`config.mk`:
```
export PLATFORM = sky130hd
export DESIGN_NAME = diameter_stream_deframer
export DESIGN_NICKNAME = d
export VERILOG_FILES = /design/src/design/dsd_pkg.sv /design/src/design/diameter_stream_deframer.sv
export SDC_FILE = /design/constraint.sdc
export NUM_CORES = 1
export LEC_CHECK = 0
export BUFFER_PORTS_ARGS = -buffer_cell sky130_fd_sc_hd__buf_2
export CORE_MARGIN = 8
export CORE_UTILIZATION = 45
export CTS_BUF_LIST = sky130_fd_sc_hd__clkbuf_8
export DETAILED_ROUTE_END_ITERATION = 16
export GPL_ROUTABILITY_DRIVEN = 0
export PLACE_DENSITY_LB_ADDON = 0.2
export SYNTH_ARGS = -nofsm -noshare
export SYNTH_HDL_FRONTEND = slang
export SYNTH_SLANG_ARGS = --single-unit
```
`constraint.sdc`:
```
create_clock -name clk -period 6.89 [get_ports clk]
set_clock_uncertainty 0.15 [all_clocks]
set_input_delay 0.3445 -clock clk [delete_from_list [all_inputs] [get_ports clk]]
set_output_delay 0.3445 -clock clk [all_outputs]
set_load 0.02 [all_outputs]
```
`src/design/dsd_pkg.sv`:
```
package dsd_pkg;

  // Field widths fixed by the stream format.
  localparam int unsigned FIELD_W  = 24;
  localparam int unsigned WORD_W   = 32;
  localparam int unsigned BYTE_W   = 8;

  // Default for the number of header bits that carry the message length.
  localparam int unsigned LENGTH_BITS_DEF = 24;

  // Header size in bytes, and the index of its last byte.
  localparam logic [FIELD_W-1:0] HEADER_BYTES = 24'd4;
  localparam logic [FIELD_W-1:0] HEADER_LAST  = 24'd3;

  // Length limit reset values.
  localparam logic [FIELD_W-1:0] MIN_LENGTH_RST = 24'd20;
  localparam logic [FIELD_W-1:0] MAX_LENGTH_RST = 24'd65535;

  // Configuration register indexes.
  localparam logic CFG_MIN_LENGTH = 1'b0;
  localparam logic CFG_MAX_LENGTH = 1'b1;

  // Result kinds.
  typedef enum logic [1:0] {
    KIND_HEADER = 2'd0,
    KIND_BODY   = 2'd1,
    KIND_ERROR  = 2'd2,
    KIND_CLOSED = 2'd3
  } kind_t;

  // One result beat.
  typedef struct packed {
    kind_t               kind;
    logic [WORD_W-1:0]   header_word;
    logic [BYTE_W-1:0]   body_byte;
    logic [FIELD_W-1:0]  byte_index;
    logic [FIELD_W-1:0]  message_length;
    logic                last;
  } result_t;

endpackage

```
`src/design/diameter_stream_deframer.sv`:
```
// Channel   Direction  Handshake          Payload
// in_       input      in_valid/in_stall  in_data_byte[7:0], in_closed
// out_      output     out_valid/out_stall out_kind, out_header_word, out_body_byte,
//                                          out_byte_index, out_message_length, out_last
// cfg_      input      cfg_we             cfg_index, cfg_wdata[23:0]
//
// One input beat is accepted per cycle while in_stall is low. Its result goes
// to the output register, or to the skid register when the output is held; the
// deframing state updates in the accept cycle. A skid register behind the
// output register absorbs one result while out_stall is high; in_stall rises
// only when that skid register is full. Synchronous active-low reset clears
// the framing state and both stage valid flags, and loads the default length limits.
module diameter_stream_deframer #(
  parameter int unsigned LENGTH_BITS = dsd_pkg::LENGTH_BITS_DEF
) (
  input  logic        clk,
  input  logic        rst_n,
  // Input channel.
  input  logic        in_valid,
  output logic        in_stall,
  input  logic [7:0]  in_data_byte,
  input  logic        in_closed,
  // Result channel.
  output logic        out_valid,
  input  logic        out_stall,
  output logic [1:0]  out_kind,
  output logic [31:0] out_header_word,
  output logic [7:0]  out_body_byte,
  output logic [23:0] out_byte_index,
  output logic [23:0] out_message_length,
  output logic        out_last,
  // Configuration port.
  input  logic        cfg_we,
  input  logic        cfg_index,
  input  logic [23:0] cfg_wdata
);

  localparam logic [dsd_pkg::FIELD_W-1:0] LEN_MASK =
    dsd_pkg::FIELD_W'((33'd1 << LENGTH_BITS) - 33'd1);

  // Configuration registers.
  logic [23:0] min_length_r;
  logic [23:0] max_length_r;

  // Framing state.
  logic        in_body_r, in_body_nxt;
  logic [31:0] header_shift_r, header_shift_nxt;
  logic [1:0]  header_count_r, header_count_nxt;
  logic [23:0] bytes_seen_r, bytes_seen_nxt;
  logic [23:0] total_length_r, total_length_nxt;

  // Output register and skid register.
  dsd_pkg::result_t out_r, out_nxt;
  dsd_pkg::result_t skid_r, skid_nxt;
  logic             out_valid_r, out_valid_nxt;
  logic             skid_valid_r, skid_valid_nxt;

  // Result of the beat being accepted.
  dsd_pkg::result_t res;
  logic             res_valid;

  logic        in_fire;
  logic        out_fire;
  logic [31:0] shifted;
  logic [23:0] len_w;
  logic [24:0] idx_inc;
  logic        body_done;

  assign in_stall = skid_valid_r;
  assign in_fire  = in_valid && !skid_valid_r;
  assign out_fire = out_valid_r && !out_stall;

  assign shifted   = {header_shift_r[23:0], in_data_byte};
  assign len_w     = shifted[23:0] & LEN_MASK;
  assign idx_inc   = {1'b0, bytes_seen_r} + 25'd1;
  assign body_done = idx_inc >= {1'b0, total_length_r};

  // Configuration writes.
  always_ff @(posedge clk) begin
    if (!rst_n) begin
      min_length_r <= dsd_pkg::MIN_LENGTH_RST;
      max_length_r <= dsd_pkg::MAX_LENGTH_RST;
    end else if (cfg_we) begin
      unique case (cfg_index)
        dsd_pkg::CFG_MIN_LENGTH: min_length_r <= cfg_wdata;
        dsd_pkg::CFG_MAX_LENGTH: max_length_r <= cfg_wdata;
        default: ;
      endcase
    end
  end

  // Framing: header hunting, length check and body counting.
  always_comb begin
    in_body_nxt      = in_body_r;
    header_shift_nxt = header_shift_r;
    header_count_nxt = header_count_r;
    bytes_seen_nxt   = bytes_seen_r;
    total_length_nxt = total_length_r;
    res_valid        = 1'b0;
    res              = '0;

    if (in_fire) begin
      if (in_closed) begin
        // Connection closed: report and drop all framing state.
        in_body_nxt      = 1'b0;
        header_shift_nxt = '0;
        header_count_nxt = '0;
        bytes_seen_nxt   = '0;
        total_length_nxt = '0;
        res_valid        = 1'b1;
        res.kind         = dsd_pkg::KIND_CLOSED;
      end else if (!in_body_r) begin
        header_shift_nxt = shifted;
        header_count_nxt = header_count_r + 2'd1;
        if (header_count_r == 2'd3) begin
          res_valid          = 1'b1;
          res.header_word    = shifted;
          res.byte_index     = dsd_pkg::HEADER_LAST;
          res.message_length = len_w;
          if (len_w < min_length_r || len_w > max_length_r) begin
            // Bad length: report and restart hunting at the next byte.
            res.kind         = dsd_pkg::KIND_ERROR;
            header_shift_nxt = '0;
            header_count_nxt = '0;
            bytes_seen_nxt   = '0;
            total_length_nxt = '0;
          end else if (len_w <= dsd_pkg::HEADER_BYTES) begin
            // The header alone completes the message.
            res.kind         = dsd_pkg::KIND_HEADER;
            res.last         = 1'b1;
            header_shift_nxt = '0;
            header_count_nxt = '0;
            bytes_seen_nxt   = '0;
            total_length_nxt = '0;
          end else begin
            res.kind         = dsd_pkg::KIND_HEADER;
            in_body_nxt      = 1'b1;
            bytes_seen_nxt   = dsd_pkg::HEADER_BYTES;
            total_length_nxt = len_w;
          end
        end
      end else begin
        // Body byte with its position in the message.
        res_valid          = 1'b1;
        res.kind           = dsd_pkg::KIND_BODY;
        res.header_word    = header_shift_r;
        res.body_byte      = in_data_byte;
        res.byte_index     = bytes_seen_r;
        res.message_length = total_length_r;
        res.last           = body_done;
        if (body_done) begin
          in_body_nxt      = 1'b0;
          header_shift_nxt = '0;
          header_count_nxt = '0;
          bytes_seen_nxt   = '0;
          total_length_nxt = '0;
        end else begin
          bytes_seen_nxt = idx_inc[23:0];
        end
      end
    end
  end

  // Output register with a skid stage behind it.
  always_comb begin
    out_nxt        = out_r;
    skid_nxt       = skid_r;
    out_valid_nxt  = out_valid_r;
    skid_valid_nxt = skid_valid_r;

    if (out_fire) begin
      out_valid_nxt = 1'b0;
    end
    if (skid_valid_r) begin
      // Skid holds the older beat; move it up once the output drains.
      if (out_fire) begin
        out_nxt        = skid_r;
        out_valid_nxt  = 1'b1;
        skid_valid_nxt = 1'b0;
      end
    end else if (res_valid) begin
      if (!out_valid_r || out_fire) begin
        out_nxt       = res;
        out_valid_nxt = 1'b1;
      end else begin
        skid_nxt       = res;
        skid_valid_nxt = 1'b1;
      end
    end
  end

  always_ff @(posedge clk) begin
    if (!rst_n) begin
      in_body_r      <= 1'b0;
      header_shift_r <= '0;
      header_count_r <= '0;
      bytes_seen_r   <= '0;
      total_length_r <= '0;
      out_valid_r    <= 1'b0;
      skid_valid_r   <= 1'b0;
    end else begin
      in_body_r      <= in_body_nxt;
      header_shift_r <= header_shift_nxt;
      header_count_r <= header_count_nxt;
      bytes_seen_r   <= bytes_seen_nxt;
      total_length_r <= total_length_nxt;
      out_valid_r    <= out_valid_nxt;
      skid_valid_r   <= skid_valid_nxt;
    end
  end

  // Payload stages need no reset.
  always_ff @(posedge clk) begin
    out_r  <= out_nxt;
    skid_r <= skid_nxt;
  end

  assign out_valid          = out_valid_r;
  assign out_kind           = out_r.kind;
  assign out_header_word    = out_r.header_word;
  assign out_body_byte      = out_r.body_byte;
  assign out_byte_index     = out_r.byte_index;
  assign out_message_length = out_r.message_length;
  assign out_last           = out_r.last;

endmodule
```
Word-level counts from Yosys, hierarchy flattened
Cells that the tools add are included.
- register bits: 315
- word-level logic and storage cells: 108
- output and inout port bits: 93
- order comparisons: 4
- multiplexer cells: 58
- bitwise logic cells: 3
- eq/ne operators: 3
- reduce and logical (&&, ||, !) cells: 17
- add/sub/neg operators: 2
- operators by type and width (cell ; count):
    $mux W91 ; 5
    $mux W24 ; 10
    $mux W32 ; 6
    $mux W89 ; 1
    $mux W34 ; 2
    $mux W49 ; 1
    $mux W27 ; 1
    $add A24 B1 Y25 const B ; 1
    $ge A25 B24 Y1 ; 1
    $gt A24 B24 Y1 ; 1
    $le A24 B3 Y1 const B ; 1
    $lt A24 B24 Y1 ; 1
    $mux W1 ; 21
    $mux W2 ; 8
    $reduce_and A3 Y1 ; 3
    $mux W8 ; 1
    $reduce_and A2 Y1 ; 4
    $mux W3 ; 2
    $reduce_bool A2 Y1 ; 2
    $logic_not A1 Y1 ; 3
    $ne A3 B2 Y1 const B ; 1
    $not A1 Y1 ; 3
    $reduce_bool A3 Y1 ; 1
    $add A2 B1 Y2 const B ; 1
    other kinds (4) ; 6

Longest topological paths before layout
- depth after elaboration: 10
- gate-level depth with buffers: 17

Worst setup path before layout
Ideal clock, no wire load.
- path kind: reg-to-reg
- from: register skid_valid_r, in the netlist in_stall
- to: register out_r (netlist bit out_body_byte[0]) (enable)
- path slack: 0.412 ns
- library setup time: 0.571 ns
- stages on the path, launching flop included: 7
- path buffers: 2
- period minus slack after synthesis: 6.478 ns
- arrival: 5.758 ns
- cell sequence: dfxtp_1 > clkbuf_1 > nand2b_1 > nor2_1 > clkbuf_1 > a21oi_1 > a21oi_1
- cells in the longest elaborated chain, start to end: 5
- elaborated cells on any way between the ends: 7
- classes of those cells: 1 x eq/ne; 1 x mux; 5 x reduce/logical
- ends and longest elaborated chain (element ; RTL line ; source):
    start, declared ; diameter_stream_deframer.sv:56 ; logic skid_valid_r, skid_valid_nxt;
    start signal, assigned ; diameter_stream_deframer.sv:208 ; skid_valid_r <= skid_valid_nxt;
    $logic_not A1 Y1 ; diameter_stream_deframer.sv:70 ; assign in_fire = in_valid && !skid_valid_r;
    $logic_and A1 B1 Y1 ; diameter_stream_deframer.sv:70 ;
    $mux W1 ; diameter_stream_deframer.sv:102 ; if (in_fire) begin
    $reduce_bool A2 Y1 (no line) ; - ;
    $reduce_and A3 Y1 (no line) (*) ; - ;
    end signal, assigned ; diameter_stream_deframer.sv:214 ; out_r <= out_nxt;
    end, declared ; diameter_stream_deframer.sv:53 ; dsd_pkg::result_t out_r, out_nxt;
Mark *: on every way between the ends. The rest lies on a longest branch, timed or not.
A chain may end at the register's enable or synchronous reset.

Worst setup path after layout
- from: register bytes_seen_r[0]
- to: register header_shift_r[24]
- cells in the longest elaborated chain, start to end: 4
- ends and longest elaborated chain (element ; RTL line ; source):
    start, declared ; diameter_stream_deframer.sv:49 ; logic [23:0] bytes_seen_r, bytes_seen_nxt;
    start signal, assigned ; diameter_stream_deframer.sv:205 ; bytes_seen_r <= bytes_seen_nxt;
    $add A24 B1 Y25 ; diameter_stream_deframer.sv:75 ; assign idx_inc = {1'b0, bytes_seen_r} + 25'd1;
    $ge A25 B24 Y1 ; diameter_stream_deframer.sv:76 ; assign body_done = idx_inc >= {1'b0, total_length_r};
    $ne A3 B2 Y1 (no line) ; - ;
    $reduce_and A2 Y1 (no line) ; - ;
    end signal, assigned ; diameter_stream_deframer.sv:203 ; header_shift_r <= header_shift_nxt;
    end, declared ; diameter_stream_deframer.sv:47 ; logic [31:0] header_shift_r, header_shift_nxt;
No other way between the ends.

==> impl_metrics.json <==
{
  "maxCapViolCount": 0,
  "grt_max_degree": 99,
  "cts.root.buffer_cell": "clkbuf_8",
  "synth-edff-count": 182,
  "num_io_pins": 132,
  "synth_ff_type": "edfxtp_1",
  "numPortBuffers": 131,
  "start_kind": "flip-flop",
  "critPathMaxStageDelay_ps": 630,
  "cp_slowest_cell": "a21oi_4",
  "clock-sinks": 315,
  "synth-seq-cells": 315,
  "path_class": "reg -> reg",
  "place_area_um2": 15300,
  "ys.warnings.count": 0,
  "postLayoutCellArea_um2": 16690,
  "worst_ep_arrival_time_ps": 5440,
  "report.final.slew_viol_count": 0,
  "grt_pass1_wl_um": 59730,
  "p_leak_nw": 7.142,
  "worst_pin_slew_ps": 1115,
  "synth_adder_area_share_pct": 6.362,
  "cpMostUsedCell": "nand3_1",
  "num_antenna_cells": 0,
  "die_area_um2": 37880,
  "synth_compound_area_share_pct": 16.44,
  "syn_area_per_cell_um2": 10.46,
  "fin_util_pct": 53.02,
  "synth-seq-area-share_pct": 56.61,
  "coreArea_um2": 31470,
  "seq_power_share_pct": 51.0,
  "clkTransAtPathRegs_ps": 60,
  "slew_headroom_pct": 25.68,
  "switchingPower_mw": 1.029,
  "dr.pass1.iters": 5,
  "period_minus_slack_ps": 5094,
  "die_h_um": 194.6,
  "rrSetupSlack_ps": 1800,
  "drcViolationCount": 0,
  "p_int_mw": 3.032,
  "hold_violations": 0,
  "cp-end-kind": "flip-flop",
  "drt_wl_total_um": 37260,
  "path_cells": "ha_1 -> and4_4 -> nand3_1 -> nor4_2 -> nand3_1 -> xnor2_1 -> ha_1 -> nand3_1 -> nor4_2 -> nand4_1 -> and4b_4 -> a21oi_4 -> buf_4 -> nand3_1 -> o22ai_1",
  "cts_buffers": 52,
  "p_sw_share_pct": 25.33,
  "globalRouteTotalUtil_pct": 19.24,
  "finalSetupTns_ps": 0,
  "dp_hpwl_um": 25070,
  "rows": 65,
  "p_per_area_nw_per_um2": 243.4,
  "stdcell_count": 1965,
  "vias": 11006,
  "cts_tree": "done",
  "vdd_drop_max_mv": 0.1363,
  "placed_cells": 1835,
  "cts_setup_buffers": 0,
  "clockBufferDepth": 3,
  "drtIter0Drc": 857,
  "wl_per_cell_um": 18.96,
  "synthesis.nets": 1484,
  "antenna_found_initial": 1,
  "synth-xor-area-share_pct": 1.342,
  "fmax_mhz": 196.3,
  "die_w_um": 194.6,
  "synth_top_family_by_area": "compound AO/OA/AOI/OAI gates",
  "ant_nets": 0,
  "cp_data_required_time_ps": 7230,
  "insertion_delay_ps": 580,
  "start_util_pct": 45.62,
  "syn_area_um2": 14360,
  "status": "finished, final reports clean",
  "synthSimpleGateAreaFrac_pct": 14.46,
  "drive_above_1_share_pct": 15.48,
  "hold_ws_ps": 32.11,
  "timing.final.crit_share_pct": 73.94,
  "area_growth_pct": 16.22,
  "yosysUniqueCellTypes": 60,
  "via_per_inst": 5.601,
  "setup-violations-final": 0,
  "synthCells": 1372,
  "grt_pass1_vias": 10748,
  "rsz0062_at_grt": "false",
  "synthArstFlopShare_pct": 0,
  "htree_num_levels": 2,
  "overflow": 0,
  "p_comb_share_pct": 8.8,
  "power_frac_clock_pct": 40.3,
  "worstHoldPathType": "in -> reg",
  "cp_max_fo": 39,
  "synth_mux_area_share_pct": 0.06972,
  "nNetsFinal": 1631
}
==> sequential cells by signal (all words and copies together) (netlist names), 2 cells and up <==
signal,cells
bytes_seen_r,24
header_count_r,2
header_shift_r,32
max_length_r,24
min_length_r,24
out_body_byte,8
out_byte_index,24
out_header_word,32
out_kind,2
out_message_length,24
skid_r,91
total_length_r,24
==> critical path: cells and delay by family, from the launching register on <==
kind	cells	cell delay, ps
simple gates	9	2290
compound gates	2	820
fa+ha+maj	2	610
buf+inv	1	490
flops	1	460
xor+xnor	1	170
==> cell families after synthesis <==
| group | after synthesis |
|---|---|
| and+or+nand+nor | 432 |
| AOI/OAI and AO/OA | 362 |
| DFF | 315 |
| buffers and inverters | 167 |
| adders and majority gates | 73 |
| xor gates and xnor gates | 22 |
| muxes | 1 |
==> cells in the mapped netlist (all sizes together), types with 3 or more instances <==
master	number	share of area, %
a22o	25	1.5
a21boi	3	0.16
and3	33	1.4
dfxtp	133	19
edfxtp	182	38
a21o	90	4.7
a21oi	135	4.8
nor3	10	0.35
xor2	5	0.30
xnor2	17	1.0
inv	82	2.1
or4	3	0.16
ha	73	6.4
a31oi	3	0.13
o21a	3	0.16
or3	5	0.22
nand2b	5	0.22
buf	26	1.0
a22oi	9	0.47
o211ai	19	0.99
clkbuf	59	1.6
nor2b	7	0.30
o21ai	16	0.56
nand3b	3	0.16
and4	5	0.37
nor2	30	0.78
nand2	224	5.9
nor4	11	0.78
o22ai	38	1.7
nand4	25	1.2
nand3	65	2.3
o31ai	5	0.26
==> metal layers <==
layer / up-vias / GRT usage [%] / part of all wire [%]
li1: 5278 / - / -
met1: 5291 / 25.50 / 44
met2: 360 / 31.37 / 47
met3: 75 / 3.386 / 5.9
met4: 2 / 6.676 / 2.8
met5: - / 0 / 0.035
==> what timing repair did <==
item / CTS / global route
hold buffers: 32 / 0
resized for setup: 0 / 0
endpoints found under the hold margin: 60 / 0
==> per-stage QoR <==
step                setup WS (ps)  power (mW)
detailed placement           1919       2.452
floorplan                   411.6       2.337
finish                       1796       4.061
global placement             2093       2.445
CTS                          1877       4.095
global route                 1480       4.214
==> area by class of cell <==
cell class,count,area [um2]
clock buffer,64,880.8
clock inverter,34,181.4
fill,2842,14790
inverter,82,307.8
multi-input combinational,890,5594
sequential,315,8130
tap,402,503.0
timing repair buffer,178,1089
==> worst paths after layout <==
kind | startpoint | end | depth (start not counted)
setup reg to reg | bytes_seen_r[0] | header_shift_r[24] | 15
hold reg to reg | max_length_r[17] | max_length_r[17] | 2
setup / recovery | bytes_seen_r[0] | header_shift_r[24] | 15
hold / removal | in_data_byte[2] | header_shift_r[2] | 3
==> cells in the final DEF, fill, tap and decap left out, types with 5 or more instances in the layout <==
master	n
nand2_1	224
edfxtp_1	182
a21oi_1	131
dfxtp_1	131
buf_2	131
inv_1	106
a21o_1	90
ha_1	73
nand3_1	65
clkbuf_8	64
o22ai_1	38
and3_1	32
dlygate4sd3_1	32
nor2_1	29
a22o_1	25
nand4_1	24
o211ai_1	19
xnor2_1	17
o21ai_0	16
buf_4	15
nor3_1	10
a22oi_1	9
nor4_1	7
nor2b_1	6
clkinv_2	6
nand2b_1	5
xor2_1	5
o31ai_1	5
or3_1	5
==> power groups by stage <==
stage                     Sequential, mW  Clock [mW]  Combinational, mW
final                               2.07        1.63              0.355
after floorplan                     2.15           0              0.189
after detailed placement            2.11           0              0.342
after global routing                2.08        1.75              0.391
after global placement              2.11           0              0.336
after CTS                           2.07        1.67              0.357
No activity file was read; power rests on OpenSTA's default activity.
